`config.mk`:
```
export PLATFORM = sky130hd
export DESIGN_NAME = sovl_ctrl
export DESIGN_NICKNAME = d
export VERILOG_FILES = /design/src/sv/sovl_pkg.sv /design/src/sv/sovl_ctrl.sv
export SDC_FILE = /design/constraint.sdc
export NUM_CORES = 1
export LEC_CHECK = 0
export BUFFER_PORTS_ARGS = -buffer_cell sky130_fd_sc_hd__buf_2
export CAP_MARGIN = 20
export CORE_MARGIN = 2
export CORE_UTILIZATION = 44
export DETAILED_ROUTE_END_ITERATION = 10
export PLACE_DENSITY = 0.85
export SLEW_MARGIN = 20
export SYNTH_ARGS = -nofsm -noshare
export SYNTH_HDL_FRONTEND = slang
export SYNTH_SLANG_ARGS = --single-unit
```
`constraint.sdc`:
```
create_clock -name clk -period 1.7 [get_ports clk]
set_clock_uncertainty 0.15 [all_clocks]
set_input_delay 0.255 -clock clk [delete_from_list [all_inputs] [get_ports clk]]
set_output_delay 0.255 -clock clk [all_outputs]
set_load 0.01 [all_outputs]
```
`src/sv/sovl_pkg.sv`:
```
`default_nettype none
package sovl_pkg;

    localparam int W_W       = 108;
    localparam int MUL_W     = 64;
    localparam int PROD_W    = 128;
    localparam int DIV_NUM_W = 46;
    localparam int DIV_DEN_W = 33;
    localparam int SQ_W      = 63;
    localparam int ROOT_W    = 32;
    localparam int CFG_ADDR_W = 3;
    localparam int CFG_DATA_W = 16;

    localparam logic [63:0] EPS_Q32 = 64'd429497;
    localparam logic [21:0] YAW_RECIP = 22'd2982617;
    localparam int          YAW_RECIP_SH = 27;

    localparam logic [CFG_ADDR_W-1:0] CFG_RADIUS   = 3'd0;
    localparam logic [CFG_ADDR_W-1:0] CFG_GAIN     = 3'd1;
    localparam logic [CFG_ADDR_W-1:0] CFG_YAW_TGT  = 3'd2;
    localparam logic [CFG_ADDR_W-1:0] CFG_ALT_TGT  = 3'd3;

    typedef enum logic [3:0] {
        OP_X2, OP_Y2, OP_X3, OP_Y3, OP_X4, OP_Y4, OP_R2, OP_R4,
        OP_T1X, OP_T2X, OP_T1Y, OP_T2Y, OP_EPS, OP_WX2, OP_WY2
    } mul_op_t;

    typedef enum logic [1:0] {
        DV_X, DV_Y
    } div_op_t;

    typedef enum logic [3:0] {
        ST_IDLE, ST_MUL_GO, ST_MUL_WAIT, ST_SUM_A, ST_ADD_WX, ST_ADD_WY, ST_NORM,
        ST_SQRT_GO, ST_SQRT_WAIT, ST_DIV_GO, ST_DIV_WAIT, ST_FINISH
    } state_t;

    typedef struct packed {
        logic    capture;
        logic    mul_go;
        mul_op_t mul_op;
        logic    sum_a;
        logic    add_wx;
        logic    add_wy;
        logic    norm_step;
        logic    sqrt_go;
        logic    div_go;
        div_op_t div_op;
        logic    load_out;
    } dp_cmd_t;

    typedef struct packed {
        logic hold_case;
        logic mul_done;
        logic norm_done;
        logic sqrt_done;
        logic div_done;
    } dp_stat_t;

endpackage
`default_nettype wire

```
`src/sv/sovl_ctrl.sv`:
```
`default_nettype none
module sovl_ctrl (
    input  wire logic               clk,
    input  wire logic               rst_n,
    input  wire logic               in_valid,
    output logic                    in_ready,
    output logic                    out_valid,
    input  wire logic               out_ready,
    input  wire sovl_pkg::dp_stat_t stat,
    output sovl_pkg::dp_cmd_t       cmd
);
    import sovl_pkg::*;

    state_t  state_reg, state_next;
    mul_op_t op_reg, op_next;
    div_op_t dv_reg, dv_next;
    logic    out_valid_reg, out_valid_next;
    logic    slot_free;

    assign slot_free = !out_valid_reg || out_ready;

    always_comb
    begin
        state_next = state_reg;
        op_next    = op_reg;
        dv_next    = dv_reg;
        unique case (state_reg)
            ST_IDLE:
            begin
                if (in_valid)
                begin
                    op_next    = OP_X2;
                    state_next = stat.hold_case ? ST_FINISH : ST_MUL_GO;
                end
            end
            ST_MUL_GO:
                state_next = ST_MUL_WAIT;
            ST_MUL_WAIT:
            begin
                if (stat.mul_done)
                begin
                    if (op_reg != OP_WY2)
                        op_next = mul_op_t'(op_reg + 4'd1);
                    unique case (op_reg)
                        OP_R4:   state_next = ST_SUM_A;
                        OP_EPS:  state_next = ST_ADD_WX;
                        OP_WY2:  state_next = ST_SQRT_GO;
                        default: state_next = ST_MUL_GO;
                    endcase
                end
            end
            ST_SUM_A:
                state_next = ST_MUL_GO;
            ST_ADD_WX:
                state_next = ST_ADD_WY;
            ST_ADD_WY:
                state_next = ST_NORM;
            ST_NORM:
            begin
                if (stat.norm_done)
                    state_next = ST_MUL_GO;
            end
            ST_SQRT_GO:
                state_next = ST_SQRT_WAIT;
            ST_SQRT_WAIT:
            begin
                if (stat.sqrt_done)
                begin
                    dv_next    = DV_X;
                    state_next = ST_DIV_GO;
                end
            end
            ST_DIV_GO:
                state_next = ST_DIV_WAIT;
            ST_DIV_WAIT:
            begin
                if (stat.div_done)
                begin
                    unique case (dv_reg)
                        DV_X:
                        begin
                            dv_next    = DV_Y;
                            state_next = ST_DIV_GO;
                        end
                        default:
                            state_next = ST_FINISH;
                    endcase
                end
            end
            ST_FINISH:
            begin
                if (slot_free)
                    state_next = ST_IDLE;
            end
            default:
                state_next = ST_IDLE;
        endcase
    end

    always_comb
    begin
        cmd            = '0;
        cmd.mul_op     = op_reg;
        cmd.div_op     = dv_reg;
        cmd.capture    = (state_reg == ST_IDLE) && in_valid;
        cmd.mul_go     = state_reg == ST_MUL_GO;
        cmd.sum_a      = state_reg == ST_SUM_A;
        cmd.add_wx     = state_reg == ST_ADD_WX;
        cmd.add_wy     = state_reg == ST_ADD_WY;
        cmd.norm_step  = state_reg == ST_NORM;
        cmd.sqrt_go    = state_reg == ST_SQRT_GO;
        cmd.div_go     = state_reg == ST_DIV_GO;
        cmd.load_out   = (state_reg == ST_FINISH) && slot_free;
        in_ready       = state_reg == ST_IDLE;
        out_valid      = out_valid_reg;
        out_valid_next = out_valid_reg;
        if (cmd.load_out)
            out_valid_next = 1'b1;
        else if (out_ready)
            out_valid_next = 1'b0;
    end

    always_ff @(posedge clk or negedge rst_n)
    begin
        if (!rst_n)
        begin
            state_reg     <= ST_IDLE;
            op_reg        <= OP_X2;
            dv_reg        <= DV_X;
            out_valid_reg <= 1'b0;
        end
        else
        begin
            state_reg     <= state_next;
            op_reg        <= op_next;
            dv_reg        <= dv_next;
            out_valid_reg <= out_valid_next;
        end
    end

endmodule
`default_nettype wire

```
-- Word-level counts from Yosys, hierarchy flattened
Index checks and enable logic that the tools add are counted.
- bits in registers: 11
- logic and storage cells: 60
- output and inout port bits: 17
- add/subtract/negate cells: 1
- multiplexer cells: 20
- equality and inequality tests: 23
- reduce and logical (&&, ||, !) cells: 12
- operators by type and width (kind ; number):
    4-bit case mux with 12 select lines ; 1
    4-bit 2-to-1 mux ; 10
    4-bit == test, second input constant ; 6
    4-bit by 3-bit == test with 1-bit output, second input constant ; 5
    2-bit inequality test, second input constant ; 8
    3-bit case mux with 3 select lines ; 1
    4-bit by 2-bit == test with 1-bit output, second input constant ; 2
    2-bit 2-to-1 mux ; 4
    4-bit case mux with 2 select lines ; 1
    4-bit AND reduction ; 2
    6-bit AND reduction ; 1
    2-bit nonzero test ; 3
    4-bit by 1-bit adder with 4-bit output, second input constant ; 1
    4-bit by 1-bit == test with 1-bit output, second input constant ; 1
    4-bit zero test ; 1
    4-bit inequality test, second input constant ; 1
    2-bit case mux with 2 select lines ; 1
    1-bit logical AND ; 2
    2-bit zero test ; 1
    1-bit 2-to-1 mux ; 2
    1-bit zero test ; 1
    1-bit logical OR ; 1

-- Logic depth before layout (Yosys ltp)
Gate-level depths: netlist of run 1.
- word-level depth: 4
- gate-level depth with buffers: 6

-- Worst setup path before layout of run 1
No wires, ideal clock.
- path kind: register to output
- from: register state_reg[0]
- to: output cmd[14] in the netlist's numbering
- required time: 1295 ps
- buffers on the path: 1
- data arrival time: 1346 ps
- stages on the path, launching flop included: 4
- setup slack: -51 ps
- cells stage by stage: dfrtp_1 -> clkbuf_8 -> nor4_1 -> and2_1
- RTL lines (element ; RTL line ; source):
    start: declaration ; sovl_ctrl.sv:14 ; state_t state_reg, state_next;
    start signal: assignment ; sovl_ctrl.sv:134 ; state_reg <= state_next;
    end: declaration ; sovl_ctrl.sv:10 ; output sovl_pkg::dp_cmd_t cmd

==> reports/results.ini, run 1 <==
[critical_path]
critPathTopFamily=flip-flops
cp_slowest_cell=dfrtp_2
setup.worst_path.class=flip-flop to output pin
slowest_delay_ps=450
worst_setup_path_end_kind=output pin
required_ps=1290
rr_endpoint=state_reg[3]
reg2reg_depth=6
startpoint_type=flip-flop
cp_data_arrival_time_ps=1410
crit_chain=nand4b_1 -> buf_4 -> and2b_1 -> buf_2
worst-path-buf-inv=2
path_max_fanout=6
regToRegSetupSlack_ps=-80
regToRegStartpoint=state_reg[2]

[finish]
fin_nets=151
final.fill_count=129
drive_gt1_share_pct=56.9
fin_util_pct=70.8
fin_cells=162
antenna-diode-count=0
area_delta_synth_final_pct=51.9

[synth]
netlist_area_um2=805
synth_edf_count=0
synth_fa_ha_area_share_pct=4.67
synthDistinctLibCells=39
ys_seq_area_share_pct=31.1
syn_area_per_cell_um2=8.94
synthMuxAreaShare_pct=5.75
ys_ff_latch=10
synth_simple_gate_area_share_pct=29.2
syn_inst=90
yosys-top-cells-count=11 x nor2_1, 10 x dfrtp_1, 9 x nand2_1, 5 x nor3_1
async_flop_share_pct=100
synth_top_family_by_area=simple AND/OR/NAND/NOR gates
synth_most_common_cell=nor2_1
synth_compound_gate_area_share_pct=15.4
yosysTopAreaCell=dfrtp_1
synthXorXnorAreaFrac_pct=2.18
synth_top_area_share_pct=31.1
synth_nets=102
synth_area_leaders=dfrtp_1 31%, clkbuf_8 5.1%, nor2_1 5.1%, ha_1 4.7%, nand2_1 4.2%
synth-warning-count=0
ys.flop_type=dfrtp_1

[power]
vdd_drop_max_uv=962
power_density_nw_per_um2=1640
p_total_mw=2.00
p_leak_nw=0.600

[floorplan]
ios=26
initial_core_util_pct=46.6
die_x_um=46.8
die_area_um2=2190
die_h_um=46.8
fp-row-count=15
core_area_um2=1730

[cts]
tritoncts.num_buffers=3
clkLatencyLatePin_ps=260
path_clk_slew_ps=60
cts_tree=done
clockBufferDepth=2
htree_levels=1
cts.sinks=10
root_buffer=clkbuf_4

[timing]
fmax_ghz=0.550
period_needed_ps=1820
tns_ps=-780
drv_slew=0
fin_crit_sh_pct=107
final.setup.worst_slack_ps=-119
hold_viol_final=0
setup_viol=14
rsz0062_at_grt=true

[global_route]
grt_max_degree=11
grt_antenna_before_repair=0
grt_pass1_vias=884
gr-total-overflow=0
grt_use_total_pct=27.4
grt_pass1_wl_um=4020

[detailed_routing]
drc=0
via_count=893
drtIter0Drc=13
totalWireLength_um=2680
ant_nets=0
detail_route.vias_per_cell=5.51
first_pass_iters=4
routedWlPerCell_um=16.6

[worst_hold_path]
hp-class=primary input to flip-flop
min_to=out_valid
min_path_cells=3
min_from=out_ready

[job]
drv_cap=0

[status]
violations=setup timing
status=finished with violations

[placement]
portBuffers=24
dp_slack_ps=-73.8
dp.cells=143
finalWeightedCongestion=0.873
dp_hpwl_um=1620

## power by group
| group | internal (mW) | total [mW] | switching, mW |
|---|---|---|---|
| Sequential | 0.323 | 0.427 | 0.104 |
| Combinational | 0.723 | 1.41 | 0.688 |
| Clock | 0.0819 | 0.163 | 0.0807 |
| Total | 1.13 | 2.00 | 0.873 |
## how the worst max path moves through the flow
stage	startpoint	end	slack, ps	cells after the start
finish	state_reg[2]	cmd[0]	-120	4
global route	state_reg[0]	cmd[0]	-140	5
CTS	state_reg[0]	cmd[14]	-70	4
detailed placement	state_reg[1]	state_reg[3]	-70	4
global placement	state_reg[1]	state_reg[3]	10	4
floorplan	state_reg[0]	cmd[14]	90	3
## timing repair
item / CTS / global route
cloned: 0 / 0
endpoints found under the hold margin: 10 / 0
setup buffers: 12 / 4
pin swaps: 4 / 3
gates resized for setup: 22 / 7
endpoints found under the setup margin: 13 / 18
hold buffers: 1 / 0
## final cells by class
class / instances / area, µm² / share of cell area (%)
clock buffer: 3 / 22.5 / 1.84
inverter: 4 / 17.5 / 1.43
multi-input combinational: 69 / 549 / 44.9
sequential: 10 / 255 / 20.9
tap: 25 / 31.3 / 2.56
timing repair buffer: 51 / 347 / 28.4
## stage by stage
stage	area [µm²]	hold WS [ps]
CTS	1170	176
global route	1220	200
detailed placement	970	-18.7
finish	1220	186
floorplan	811	-191
global placement	970	-21.4
## kinds of logic (layout without fill, tap and decap cells)
logic type                 after synthesis  count (layout)
and+or+nand+nor                         43              43
AOI/OAI and AO/OA                       16              16
buffers and inverters                   11              58
DFF                                     10              10
muxes                                    4               4
adders and majority gates                3               3
xor gates and xnor gates                 2               2
other                                    1               1
## layer usage
layer	global-route usage (%)	vias up	routed length (µm)
met1	31.3	423	1050
met3	5.00	12	145
li1	-	414	-
met2	45.8	44	1360
met4	19.4	0	125
met5	0	-	0
## cells in the final DEF (no fill, tap or decap), types with 4 or more instances in the layout
cell type,instances
buf_2,23
buf_4,21
buf_6,5
clkbuf_4,4
dfrtp_1,6
dfrtp_2,4
nand2_1,8
nor2_1,8
o21ai_0,4
## worst reg2reg max path, stage by stage (launching register included)
cell and delay (ps):
dfrtp_2 450, nand4b_1 220, buf_4 160, buf_4 130
o22ai_4 190, a211oi_4 70, a311o_1 290
No activity file was read; power rests on OpenSTA's default activity.
==> run 2: changes to the inputs <==
--- a/config.mk
+++ b/config.mk
@@ -9,6 +9,7 @@
 export CAP_MARGIN = 20
 export CORE_MARGIN = 2
 export CORE_UTILIZATION = 44
+export CTS_BUF_LIST = sky130_fd_sc_hd__clkbuf_16
 export DETAILED_ROUTE_END_ITERATION = 10
 export PLACE_DENSITY = 0.85
 export SLEW_MARGIN = 20
==> run 2 against run 1 <==
Effect of this change: the flow still finishes with violations (setup timing); non-clock buffer count is 2 lower; sequential share of layout area down 0.58 points; combinational power fell by 4%; clock power up 150%; flip-flop and latch count did not move; global-route usage rose by 0.61 points; worst hold slack improved by 8.6 ps; maximum frequency rose by 1.6%; core utilization grew 2.0 points; critical path depth unchanged; largest power group unchanged; wire length grew 10%.
==> reports/results.ini, run 2 (synthesis gave the netlist of run 1 again) <==
[status]
status=finished with violations
violations=setup timing

[detailed_routing]
drc=0  ; unchanged
drtIter0Drc=47  ; +34
ant_nets=0  ; unchanged
routedWlPerCell_um=18.5  ; +12%
totalWireLength_um=2960  ; +10%
first_pass_iters=4  ; unchanged
via_count=939  ; +5.2%
detail_route.vias_per_cell=5.87  ; +6.5%

[floorplan]
die_x_um=46.8  ; unchanged
die_area_um2=2190  ; unchanged
die_h_um=46.8  ; unchanged
fp-row-count=15  ; unchanged
core_area_um2=1730  ; unchanged
ios=26  ; unchanged
initial_core_util_pct=46.6  ; unchanged

[timing]
fin_crit_sh_pct=105  ; -1.7 points
tns_ps=-355  ; +425 ps
final.setup.worst_slack_ps=-89.9  ; +29.5 ps
drv_slew=0  ; unchanged
period_needed_ps=1790  ; -29.5 ps
fmax_ghz=0.559  ; +1.6%
hold_viol_final=0  ; unchanged
setup_viol=10  ; -4
rsz0062_at_grt=true

[cts]
clkLatencyLatePin_ps=230  ; -30 ps
path_clk_slew_ps=40  ; -20 ps
clockBufferDepth=2  ; unchanged
root_buffer=clkbuf_16
cts.sinks=10  ; unchanged
tritoncts.num_buffers=3  ; unchanged
cts_tree=done
htree_levels=1  ; unchanged

[finish]
area_delta_synth_final_pct=56.3
fin_util_pct=72.8  ; +2.0 points
seq_area_um2=255  ; unchanged
final_cell_mix=22 x buf_2, 18 x buf_4, 8 x nand2_1, 8 x nor2_1, 8 x buf_6
final.fill_count=124  ; -3.9%
fin_cells=160  ; -1.2%
multi_input_area_um2=536  ; -2.5%
layout_commonest_cell=buf_2
antenna-diode-count=0  ; unchanged
fin_nets=149  ; -1.3%
drive_gt1_share_pct=56.3  ; -0.64 points

[power]
vdd_drop_max_uv=1110  ; +15%
power_density_nw_per_um2=1760  ; +7.4%
p_leak_nw=0.613  ; +2.1%

[worst_hold_path]
min_path_cells=3  ; unchanged
hp-class=primary input to flip-flop

[critical_path]
path_max_fanout=6  ; unchanged
cp_data_arrival_time_ps=1380  ; -30 ps
reg2reg_depth=5  ; -1
startpoint_type=flip-flop
setup.worst_path.class=flip-flop to output pin
worst_setup_path_end_kind=output pin
required_ps=1290  ; about the same

[placement]
dp_slack_ps=-73.8  ; unchanged
dp.cells=143  ; unchanged
finalWeightedCongestion=0.873  ; unchanged
dp_hpwl_um=1620  ; unchanged
portBuffers=24  ; unchanged

[global_route]
grt_pass1_wl_um=4200  ; +4.7%
grt_antenna_before_repair=0  ; unchanged
grt_use_total_pct=28.0  ; +0.61 points
grt_pass1_vias=878  ; -0.68%
grt_max_degree=11  ; unchanged
gr-total-overflow=0  ; unchanged

[job]
drv_cap=0  ; unchanged

==> run 2: cell type report <==
cell class | instances | area share [%]
inverters | 4 | 1.19
flip-flops and latches | 10 | 20.3
multi-input cells | 69 | 42.6
repair buffers | 49 | 27.5
well taps | 25 | 2.49
clock buffers | 3 | 5.97
==> run 2: final timing paths <==
| path | slack [ps] | start | end |
|---|---|---|---|
| setup / recovery | -90 | state_reg[2] | cmd[0] |
| hold / removal | 190 | out_ready | out_valid |
| setup reg to reg | -60 | state_reg[2] | state_reg[3] |
| hold reg to reg | 420 | op_reg[0] | op_reg[0] |
| max in group asynchronous | 910 | rst_n | state_reg[1] |
| min in group asynchronous | 270 | rst_n | op_reg[1] |
==> run 2: worst max-delay path, stage by stage (launching register included) <==
cell	delay, ps
dfrtp_2	450
nand4b_1	230
buf_4	180
and2b_1	180
buf_2	120
==> run 2: where the power goes <==
part | switching, mW | total (mW) | internal (mW) | leakage, nW
combinational | 0.663 | 1.36 | 0.700 | 0.449
clock | 0.101 | 0.406 | 0.304 | 0.0370
sequential | 0.118 | 0.442 | 0.324 | 0.126
total | 0.882 | 2.21 | 1.33 | 0.613
==> run 2: repair_timing <==
action	in CTS	in global routing
gates resized for setup	16	16
endpoints found under the hold margin	10	0
buffers inserted	8	5
hold buffers	1	0
pin swaps	2	6
setup endpoints to repair	18	16
==> run 2: per-stage QoR <==
stage,power (mW),instance area [µm²],hold WS [ps]
2_1_floorplan,1.06,811,-191
3_5_place_dp,1.33,970,-18.7
4_1_cts,1.97,1160,196
6_report,2.21,1260,195
5_1_grt,2.33,1260,230
3_3_place_gp,1.29,970,-21.4
==> run 2: metal layers <==
layer	share of wire, %	GRT usage (%)
met1	39	35.5
met2	50	45.5
met3	5.7	3.08
met4	5.7	17.2
met5	0	0
